## config.mk

```make
export PLATFORM = sky130hd
export DESIGN_NAME = kway_merge_min_heap_core
export DESIGN_NICKNAME = d
export VERILOG_FILES = /design/src/kwmh_pkg.sv /design/src/kwmh_dp.sv /design/src/kwmh_ctrl.sv /design/src/kway_merge_min_heap_core.sv
export VERILOG_INCLUDE_DIRS = /design/src /design/src/src
export SDC_FILE = /design/constraint.sdc
export NUM_CORES = 2
export LEC_CHECK = 0
export BUFFER_PORTS_ARGS = -buffer_cell sky130_fd_sc_hd__buf_2
export CORE_UTILIZATION = 50
export CTS_CLUSTER_DIAMETER = 40
export DETAILED_ROUTE_END_ITERATION = 6
export HOLD_SLACK_MARGIN = 0.1
export PLACE_DENSITY = 0.69
export SYNTH_ARGS = -nofsm -noshare
export SYNTH_HDL_FRONTEND = slang
export SYNTH_HIERARCHICAL = 1
export SYNTH_SLANG_ARGS = --single-unit
```

## constraint.sdc

```tcl
create_clock -name clk -period 11.9 [get_ports clk]
set_input_delay 1.785 -clock clk [delete_from_list [all_inputs] [get_ports clk]]
set_output_delay 1.785 -clock clk [all_outputs]
set_load 0.01 [all_outputs]
```

## src/kway_merge_min_heap_core_assert.svh

```systemverilog
// Assertion macros for the k-way merge min-heap core.
`ifndef KWAY_MERGE_MIN_HEAP_CORE_ASSERT_SVH
`define KWAY_MERGE_MIN_HEAP_CORE_ASSERT_SVH

`ifndef ASSERT_OFF
// checked while out of reset
`define KWMH_ASSERT(lbl, clk, rst, prop) \
  lbl: assert property (@(posedge clk) disable iff (rst) prop) \
    else $error("kwmh assertion failed");
// checked at every edge, reset included
`define KWMH_ASSERT_ALL(lbl, clk, prop) \
  lbl: assert property (@(posedge clk) prop) \
    else $error("kwmh assertion failed");
`else
`define KWMH_ASSERT(lbl, clk, rst, prop)
`define KWMH_ASSERT_ALL(lbl, clk, prop)
`endif

`endif

```

## src/kwmh_pkg.sv

```systemverilog
// Shared types and constants for the k-way merge min-heap core.
package kwmh_pkg;

  localparam int DEF_MAX_RUNS  = 16;
  localparam int DEF_KEY_BYTES = 8;
  localparam int RUN_PORT_W    = 4;
  localparam int KEY_PORT_W    = 64;
  localparam int STATUS_W      = 2;

  localparam logic CMD_INSERT = 1'b0;
  localparam logic CMD_POP    = 1'b1;

  localparam logic [STATUS_W-1:0] ST_OK    = 2'd0;
  localparam logic [STATUS_W-1:0] ST_EMPTY = 2'd1;
  localparam logic [STATUS_W-1:0] ST_FULL  = 2'd2;

  typedef enum logic [3:0] {
    S_IDLE,
    S_DECIDE,
    S_UP_CHECK,
    S_UP_WAIT,
    S_UP_CMP,
    S_POP_WAIT,
    S_POP_RES,
    S_LAST_RD,
    S_LAST_WAIT,
    S_LAST_LOAD,
    S_DN_RD,
    S_DN_WAIT,
    S_DN_CMP,
    S_FIN
  } state_t;

  typedef enum logic [2:0] {
    RD_NONE,
    RD_ROOT,
    RD_PARENT,
    RD_LAST,
    RD_CHILD
  } rd_sel_t;

  typedef enum logic [3:0] {
    DP_NOP,
    DP_LOAD,
    DP_INS,
    DP_RES_FULL,
    DP_RES_EMPTY,
    DP_UP_MOVE,
    DP_POP_RES,
    DP_POP_MV,
    DP_DN_MOVE,
    DP_FIN
  } dp_op_t;

  typedef struct packed {
    dp_op_t  op;
    rd_sel_t rd;
  } dp_cmd_t;

  typedef struct packed {
    logic is_pop;
    logic empty;
    logic full;
    logic last_one;
    logic at_root;
    logic up_less;
    logic dn_move;
  } dp_stat_t;

endpackage

```

## src/kwmh_dp.sv

```systemverilog
// Datapath: heap order and key memories, sift registers, result registers.
`include "kway_merge_min_heap_core_assert.svh"

module kwmh_dp #(
  parameter int MAX_RUNS  = kwmh_pkg::DEF_MAX_RUNS,
  parameter int KEY_BYTES = kwmh_pkg::DEF_KEY_BYTES
) (
  input  logic                            clk,
  input  logic                            rst,
  input  logic                            command,
  input  logic [kwmh_pkg::RUN_PORT_W-1:0] run_index,
  input  logic [kwmh_pkg::KEY_PORT_W-1:0] key,
  input  kwmh_pkg::dp_cmd_t               cmd,
  output kwmh_pkg::dp_stat_t              stat,
  output logic [kwmh_pkg::STATUS_W-1:0]   status,
  output logic [kwmh_pkg::RUN_PORT_W-1:0] out_run,
  output logic [kwmh_pkg::KEY_PORT_W-1:0] out_key,
  output logic                            done
);
  import kwmh_pkg::*;

  localparam int IW     = $clog2(MAX_RUNS);
  localparam int CW     = $clog2(MAX_RUNS + 1);
  localparam int SW     = IW + 2;
  localparam int KW     = 8 * KEY_BYTES;
  localparam int ModLim = (MAX_RUNS > 16) ? 16 : MAX_RUNS;
  localparam logic [4:0] MOD_M = 5'(ModLim);

  logic [IW-1:0] heap_order [MAX_RUNS];
  logic [KW-1:0] run_keys   [MAX_RUNS];

  logic                is_pop;
  logic [IW-1:0]       in_run;
  logic [KW-1:0]       in_key;
  logic [CW-1:0]       count;
  logic [IW-1:0]       pos;
  logic [IW-1:0]       mv_run;
  logic [KW-1:0]       mv_key;
  logic [IW-1:0]       ord_a;
  logic [IW-1:0]       ord_b;
  logic [KW-1:0]       key_a;
  logic [KW-1:0]       key_b;
  logic [STATUS_W-1:0] res_status;
  logic [IW-1:0]       res_run;
  logic [KW-1:0]       res_key;

  logic [4:0]    run_rem;
  logic [IW-1:0] run_mod;
  logic [IW-1:0] parent;
  logic [SW-1:0] left;
  logic [SW-1:0] right;
  logic [SW-1:0] count_ext;
  logic          lv;
  logic          rv;
  logic          take_l;
  logic          take_r;
  logic [KW-1:0] cur_key;
  logic [IW-1:0] child_run;
  logic [IW-1:0] child_slot;
  logic [IW-1:0] rd_a;
  logic [IW-1:0] rd_b;

  // run index modulo the run count, by repeated subtract
  always_comb begin
    run_rem = {1'b0, run_index};
    for (int i = 0; i < 8; i++) begin
      if (run_rem >= MOD_M) begin
        run_rem = run_rem - MOD_M;
      end
    end
    run_mod = IW'(run_rem);
  end

  always_comb begin
    parent    = (pos - IW'(1)) >> 1;
    left      = (SW'(pos) << 1) + SW'(1);
    right     = left + SW'(1);
    count_ext = SW'(count);
    lv        = left < count_ext;
    rv        = right < count_ext;
    take_l    = lv && (key_a < mv_key);
    cur_key   = take_l ? key_a : mv_key;
    take_r    = rv && (key_b < cur_key);
    child_run  = take_r ? ord_b : ord_a;
    child_slot = take_r ? right[IW-1:0] : left[IW-1:0];
  end

  always_comb begin
    rd_a = '0;
    rd_b = '0;
    case (cmd.rd)
      RD_ROOT:   rd_a = '0;
      RD_PARENT: rd_a = parent;
      RD_LAST:   rd_a = count[IW-1:0];
      RD_CHILD: begin
        rd_a = left[IW-1:0];
        rd_b = right[IW-1:0];
      end
      default: ;
    endcase
  end

  always_comb begin
    stat.is_pop   = is_pop;
    stat.empty    = count == '0;
    stat.full     = count == CW'(MAX_RUNS);
    stat.last_one = count == CW'(1);
    stat.at_root  = pos == '0;
    stat.up_less  = mv_key < key_a;
    stat.dn_move  = take_l || take_r;
  end

  // memory reads: order first, keys in the following cycle
  always_ff @(posedge clk) begin
    if (cmd.rd != RD_NONE) begin
      ord_a <= heap_order[rd_a];
      ord_b <= heap_order[rd_b];
    end
    key_a <= run_keys[ord_a];
    key_b <= run_keys[ord_b];
  end

  always_ff @(posedge clk) begin
    case (cmd.op)
      DP_UP_MOVE: heap_order[pos] <= ord_a;
      DP_DN_MOVE: heap_order[pos] <= child_run;
      DP_FIN:     heap_order[pos] <= mv_run;
      default: ;
    endcase
  end

  always_ff @(posedge clk) begin
    if (cmd.op == DP_INS) begin
      run_keys[in_run] <= in_key;
    end
  end

  always_ff @(posedge clk) begin
    if (rst) begin
      count <= '0;
      done  <= 1'b0;
    end else begin
      case (cmd.op)
        DP_INS:     count <= count + CW'(1);
        DP_POP_RES: count <= count - CW'(1);
        default: ;
      endcase
      done <= (cmd.op == DP_INS) || (cmd.op == DP_POP_RES) ||
              (cmd.op == DP_RES_FULL) || (cmd.op == DP_RES_EMPTY);
    end
  end

  always_ff @(posedge clk) begin
    case (cmd.op)
      DP_LOAD: begin
        is_pop <= command;
        in_run <= run_mod;
        in_key <= key[KW-1:0];
      end
      DP_INS: begin
        mv_run     <= in_run;
        mv_key     <= in_key;
        pos        <= count[IW-1:0];
        res_status <= ST_OK;
        res_run    <= '0;
        res_key    <= '0;
      end
      DP_RES_FULL: begin
        res_status <= ST_FULL;
        res_run    <= '0;
        res_key    <= '0;
      end
      DP_RES_EMPTY: begin
        res_status <= ST_EMPTY;
        res_run    <= '0;
        res_key    <= '0;
      end
      DP_UP_MOVE: pos <= parent;
      DP_POP_RES: begin
        res_status <= ST_OK;
        res_run    <= ord_a;
        res_key    <= key_a;
      end
      DP_POP_MV: begin
        mv_run <= ord_a;
        mv_key <= key_a;
        pos    <= '0;
      end
      DP_DN_MOVE: pos <= child_slot;
      default: ;
    endcase
  end

  assign status  = res_status;
  assign out_run = RUN_PORT_W'(res_run);
  assign out_key = KEY_PORT_W'(res_key);

  `KWMH_ASSERT_ALL(a_done_clr, clk, rst |=> !done)
  `KWMH_ASSERT(a_count_max, clk, rst, count <= CW'(MAX_RUNS))
  `KWMH_ASSERT(a_full_flag, clk, rst, (done && res_status == ST_FULL) |-> (count == CW'(MAX_RUNS)))
  `KWMH_ASSERT(a_empty_flag, clk, rst, (done && res_status == ST_EMPTY) |-> (count == '0))

endmodule

```

## src/kwmh_ctrl.sv

```systemverilog
// Controller: sequences insert sift-up and pop sift-down over the datapath.
`include "kway_merge_min_heap_core_assert.svh"

module kwmh_ctrl (
  input  logic               clk,
  input  logic               rst,
  input  logic               start,
  output logic               busy,
  output kwmh_pkg::dp_cmd_t  cmd,
  input  kwmh_pkg::dp_stat_t stat
);
  import kwmh_pkg::*;

  state_t state;
  state_t state_next;

  always_ff @(posedge clk) begin
    if (rst) begin
      state <= S_IDLE;
    end else begin
      state <= state_next;
    end
  end

  always_comb begin
    state_next = state;
    cmd.op     = DP_NOP;
    cmd.rd     = RD_NONE;
    case (state)
      S_IDLE: begin
        if (start) begin
          cmd.op     = DP_LOAD;
          state_next = S_DECIDE;
        end
      end
      S_DECIDE: begin
        if (stat.is_pop == CMD_POP) begin
          if (stat.empty) begin
            cmd.op     = DP_RES_EMPTY;
            state_next = S_IDLE;
          end else begin
            cmd.rd     = RD_ROOT;
            state_next = S_POP_WAIT;
          end
        end else if (stat.full) begin
          cmd.op     = DP_RES_FULL;
          state_next = S_IDLE;
        end else begin
          cmd.op     = DP_INS;
          state_next = S_UP_CHECK;
        end
      end
      S_UP_CHECK: begin
        if (stat.at_root) begin
          state_next = S_FIN;
        end else begin
          cmd.rd     = RD_PARENT;
          state_next = S_UP_WAIT;
        end
      end
      S_UP_WAIT: state_next = S_UP_CMP;
      S_UP_CMP: begin
        if (stat.up_less) begin
          cmd.op     = DP_UP_MOVE;
          state_next = S_UP_CHECK;
        end else begin
          state_next = S_FIN;
        end
      end
      S_POP_WAIT: state_next = S_POP_RES;
      S_POP_RES: begin
        cmd.op     = DP_POP_RES;
        state_next = stat.last_one ? S_IDLE : S_LAST_RD;
      end
      S_LAST_RD: begin
        cmd.rd     = RD_LAST;
        state_next = S_LAST_WAIT;
      end
      S_LAST_WAIT: state_next = S_LAST_LOAD;
      S_LAST_LOAD: begin
        cmd.op     = DP_POP_MV;
        state_next = S_DN_RD;
      end
      S_DN_RD: begin
        cmd.rd     = RD_CHILD;
        state_next = S_DN_WAIT;
      end
      S_DN_WAIT: state_next = S_DN_CMP;
      S_DN_CMP: begin
        if (stat.dn_move) begin
          cmd.op     = DP_DN_MOVE;
          state_next = S_DN_RD;
        end else begin
          state_next = S_FIN;
        end
      end
      S_FIN: begin
        cmd.op     = DP_FIN;
        state_next = S_IDLE;
      end
      default: state_next = S_IDLE;
    endcase
  end

  assign busy = state != S_IDLE;

  `KWMH_ASSERT_ALL(a_rst_idle, clk, rst |=> (state == S_IDLE))
  `KWMH_ASSERT(a_accept, clk, rst, (start && !busy) |=> (state == S_DECIDE))
  `KWMH_ASSERT(a_fin_idle, clk, rst, (state == S_FIN) |=> (state == S_IDLE))
  `KWMH_ASSERT(a_empty_pop, clk, rst, (state == S_DECIDE && stat.is_pop && stat.empty) |=> (state == S_IDLE))

endmodule

```

## src/kway_merge_min_heap_core.sv

```systemverilog
// Top level of the k-way merge min-heap core.
//
// channel  dir  handshake              fields
// request  in   start && !busy         command, run_index, key
// result   out  done, one cycle only   status, out_run, out_key
//
// done is registered from S_DECIDE, or for a successful pop from S_POP_RES
// after the root read. An insert climbs via S_UP_CHECK, S_UP_WAIT, S_UP_CMP
// per level; a pop that leaves entries loads the last one and descends via
// S_DN_RD, S_DN_WAIT, S_DN_CMP per level (heap_order, then run_keys read).
// Synchronous rst clears the state machine, the entry count and done; the
// memories are not cleared. The result side has no stall: done is one pulse.
module kway_merge_min_heap_core #(
  parameter int MAX_RUNS  = kwmh_pkg::DEF_MAX_RUNS,
  parameter int KEY_BYTES = kwmh_pkg::DEF_KEY_BYTES
) (
  input  logic                            clk,
  input  logic                            rst,
  input  logic                            start,
  output logic                            busy,
  input  logic                            command,
  input  logic [kwmh_pkg::RUN_PORT_W-1:0] run_index,
  input  logic [kwmh_pkg::KEY_PORT_W-1:0] key,
  output logic                            done,
  output logic [kwmh_pkg::STATUS_W-1:0]   status,
  output logic [kwmh_pkg::RUN_PORT_W-1:0] out_run,
  output logic [kwmh_pkg::KEY_PORT_W-1:0] out_key
);
  import kwmh_pkg::*;

  dp_cmd_t  cmd;
  dp_stat_t stat;

  kwmh_ctrl u_ctrl (
    .clk   (clk),
    .rst   (rst),
    .start (start),
    .busy  (busy),
    .cmd   (cmd),
    .stat  (stat)
  );

  kwmh_dp #(
    .MAX_RUNS  (MAX_RUNS),
    .KEY_BYTES (KEY_BYTES)
  ) u_dp (
    .clk       (clk),
    .rst       (rst),
    .command   (command),
    .run_index (run_index),
    .key       (key),
    .cmd       (cmd),
    .stat      (stat),
    .status    (status),
    .out_run   (out_run),
    .out_key   (out_key),
    .done      (done)
  );

endmodule
```

==> impl_results.md <==
- Total wire length: 170.3 mm
- Worst hold start: u_dp/count[4]
- Crit path kind: reg2reg
- GRT Overall Usage: 0.2652
- Worst Skew: 0.03277 ns
- Post-CTS setup buffer count: 0
- Final RePlAce weighted congestion: 0.8895
- Port bufs: 143
- Worst slew pin tran: 1.235 ns
- Synth warnings: 6
- Clock Sinks: 1445
- Post-synth EDFFs: 1307
- Leak pwr: 0.02442 µW
- Mean post-synth cell area: 19.32 µm²
- Synth Flop Type: edfxtp_1
- Syn_nets: 3538
- Post-Route Setup TNS: 0 ns
- Total Nets Final: 3735
- Final Instance Area: 73700 µm²
- Required @ worst endpoint: 12.37 ns
- Min Tclk post-route: 9.485 ns
- 1st-pass router iterations: 6
- Sequential area share after synthesis: 0.6546
- First-pass GRT wire length: 247.3 mm
- Clock root buffer: clkbuf_16
- Clock Latency Late Sink: 0.82 ns
- Layout cells sized above 1: 0.3357
- Unique masters post-synth: 72
- Avg WL per Cell: 31.82 µm
- CP max FO: 36
- Clock Path Buffers: 3
- Global route total overflow: 0
- WP data arrival: 9.95 ns
- RSZ-0062 raised after global routing: false
- Tcrit/Tclk final: 0.7971
- Most frequent cells in the layout: edfxtp_1, mux4_2, clkbuf_16
- CP delay by family, top: simple AND/OR/NAND/NOR gates
- Relative slew slack: 0.1703
- Via density per instance: 6.590
- Peak VDD IR: 0.1495 mV
- Mapped Cells: 3322
- Initial drt markers: 4040
- Final Max Slew Viols: 0
- Reg2reg end: u_dp/run_keys[4][29]
- Core area: 127500 µm²
- Clock buffer count from CTS: 192
- CTS tree: yes
- Detailed Place HPWL: 101.0 mm
- Critical path's largest stage delay: 0.95 ns
- Die X: 360.3 µm
- Most common cell after layout, fill and taps aside: edfxtp_1
- WHS Path Cells: 2
- Placed Area: 67090 µm²
- Crit. End Element: flip-flop
- Final worst hold slack: 0.5554 ns
- Design Power: 12980 µW
- H-Tree Depth: 4
- DRC: 0
- PD cells: 176.0 nW/µm²
- Reg2reg start: u_dp/mv_key[62]
- Die Height: 360.3 µm
- Max cap viols: 0
- Final setup fails: 0
- Worst R2R Setup Slack: 2.41 ns
- Fmax: 0.1054 GHz
- Die area: 129800 µm²
- IO Count: 144
- Synth Register Bits: 1445
- Initial antenna violation count: 12
- Slowest-stage cell, CP: nor2_4
- Clock-pin slew on the worst setup and hold paths: 0.06 ns
- Synth Cell Area: 64180 µm²
- Final hold violations: 0
- Post-CTS Hold Buffers: 0
- DRT antenna net count: 0
- Nature of the critical path startpoint: flip-flop
- PostCTS Resize Cnt: 0
- Pre-CTS setup slack: 2.614 ns
- Status: complete, no violations
- Layout area overhead: 14.84%
- Initial Utilization: 0.5033
- Hold Path Class: reg2reg
- Site Rows: 131
- Vias in the first global route: 35467
- Asr flop ratio synth: 0
- Via count: 35268
- Largest net degree at the start of global routing: 135
- Top cell by count, worst path: nor3_1
- Reg2Reg Depth: 29
- CP bufs+invs: 3
- Hold EP: u_dp/count[4]
- Final worst slack: 2.415 ns
==> how the worst max path moves through the flow <==
stage / startpoint / to / cells past startpoint
2_1_floorplan: u_dp/mv_key[14] / u_dp/mv_key[0] / 28
3_3_place_gp: u_dp/mv_key[62] / u_dp/run_keys[4][39] / 27
3_5_place_dp: u_dp/mv_key[62] / u_dp/run_keys[4][39] / 27
4_1_cts: u_dp/mv_key[62] / u_dp/run_keys[4][31] / 29
5_1_grt: u_dp/mv_key[62] / u_dp/run_keys[4][24] / 27
6_report: u_dp/mv_key[62] / u_dp/run_keys[4][29] / 29
==> worst min-delay path: cells and delay by family, from the launching register on <==
family                    cells  cell delay (ns)
xor gates and xnor gates      1             0.15
DFF                           1             0.33
and+or+nand+nor               1             0.04
==> layout make-up <==
| cell class | count | area (µm²) |
|---|---|---|
| clock inverters | 137 | 1545 |
| inverters | 81 | 305.3 |
| diodes | 2 | 5.005 |
| clock buffers | 226 | 5064 |
| well taps | 1662 | 2079 |
| multi-input cells | 1586 | 21240 |
| repair buffers | 213 | 1454 |
| fillers | 9300 | 53820 |
| flip-flops and latches | 1445 | 42010 |
==> sequential cells by signal, summed over array words and instances, names as in the netlist <==
register and cells:
u_ctrl/state 4, u_dp/count 5, u_dp/done 1, u_dp/heap_order 64
u_dp/in_key 64, u_dp/in_run 4, u_dp/is_pop 1, u_dp/key_a 64
u_dp/key_b 64, u_dp/mv_key 64, u_dp/mv_run 4, u_dp/ord_a 4
u_dp/ord_b 4, u_dp/out_key 64, u_dp/out_run 4, u_dp/pos 4
u_dp/run_keys 1024, u_dp/status 2
==> per-layer routing <==
layer | routed length [µm] | up-vias | GRT usage | part of all wire
met5 | 70 | - | 0 | 0.00041
met4 | 4600 | 12 | 0.08446 | 0.027
met3 | 16900 | 271 | 0.06304 | 0.099
met2 | 80620 | 1906 | 0.4112 | 0.47
met1 | 68120 | 18650 | 0.3738 | 0.40
li1 | - | 14429 | - | -
==> where the power goes <==
part / switching (µW) / internal [µW]
Combinational: 630 / 458
Sequential: 239 / 5810
Clock: 2330 / 3500
Total: 3200 / 9770
==> through the flow <==
stage,std cells,utilization
2_1_floorplan,3322,-
3_3_place_gp,4987,0.5261
3_5_place_dp,4987,0.5261
4_1_cts,5350,0.5779
5_1_grt,5350,0.5779
6_report,5352,0.5780
==> Yosys cell counts, types with 6 or more instances <==
cell | number | area share
edfxtp_1 | 1307 | 0.61
mux4_2 | 644 | 0.23
ha_1 | 144 | 0.028
clkbuf_1 | 141 | 0.0082
dfxtp_1 | 138 | 0.043
nand2_1 | 129 | 0.0075
o21ai_0 | 100 | 0.0078
nor3_1 | 86 | 0.0067
inv_1 | 80 | 0.0047
mux2i_1 | 73 | 0.011
a21oi_1 | 69 | 0.0054
nor2_1 | 66 | 0.0039
buf_1 | 58 | 0.0034
a211oi_1 | 35 | 0.0041
nand4_1 | 25 | 0.0024
and2_1 | 24 | 0.0023
a21o_1 | 20 | 0.0023
nand3_1 | 20 | 0.0016
a31oi_1 | 15 | 0.0015
nand2b_1 | 13 | 0.0013
buf_2 | 9 | 0.00070
mux2_2 | 9 | 0.0016
xnor2_1 | 9 | 0.0012
nor4_1 | 8 | 0.00078
nor2b_1 | 7 | 0.00068
or3_1 | 6 | 0.00058
==> logic make-up (layout without fill, tap and decap cells) <==
logic type               after synthesis  after routing  share of synthesized area
XOR/XNOR                              10             10                   0.001365
other                                  0              2                          0
AO/OA/AOI/OAI                        296            296                    0.02833
multiplexers                         727            727                     0.2392
flip-flops                          1445           1445                     0.6546
AND/OR/NAND/NOR                      409            409                    0.03106
adder cells (fa/ha/maj)              144            144                    0.02807
buffers and inverters                291            657                    0.01737
Note: power is estimated with default switching activity, not from simulation.
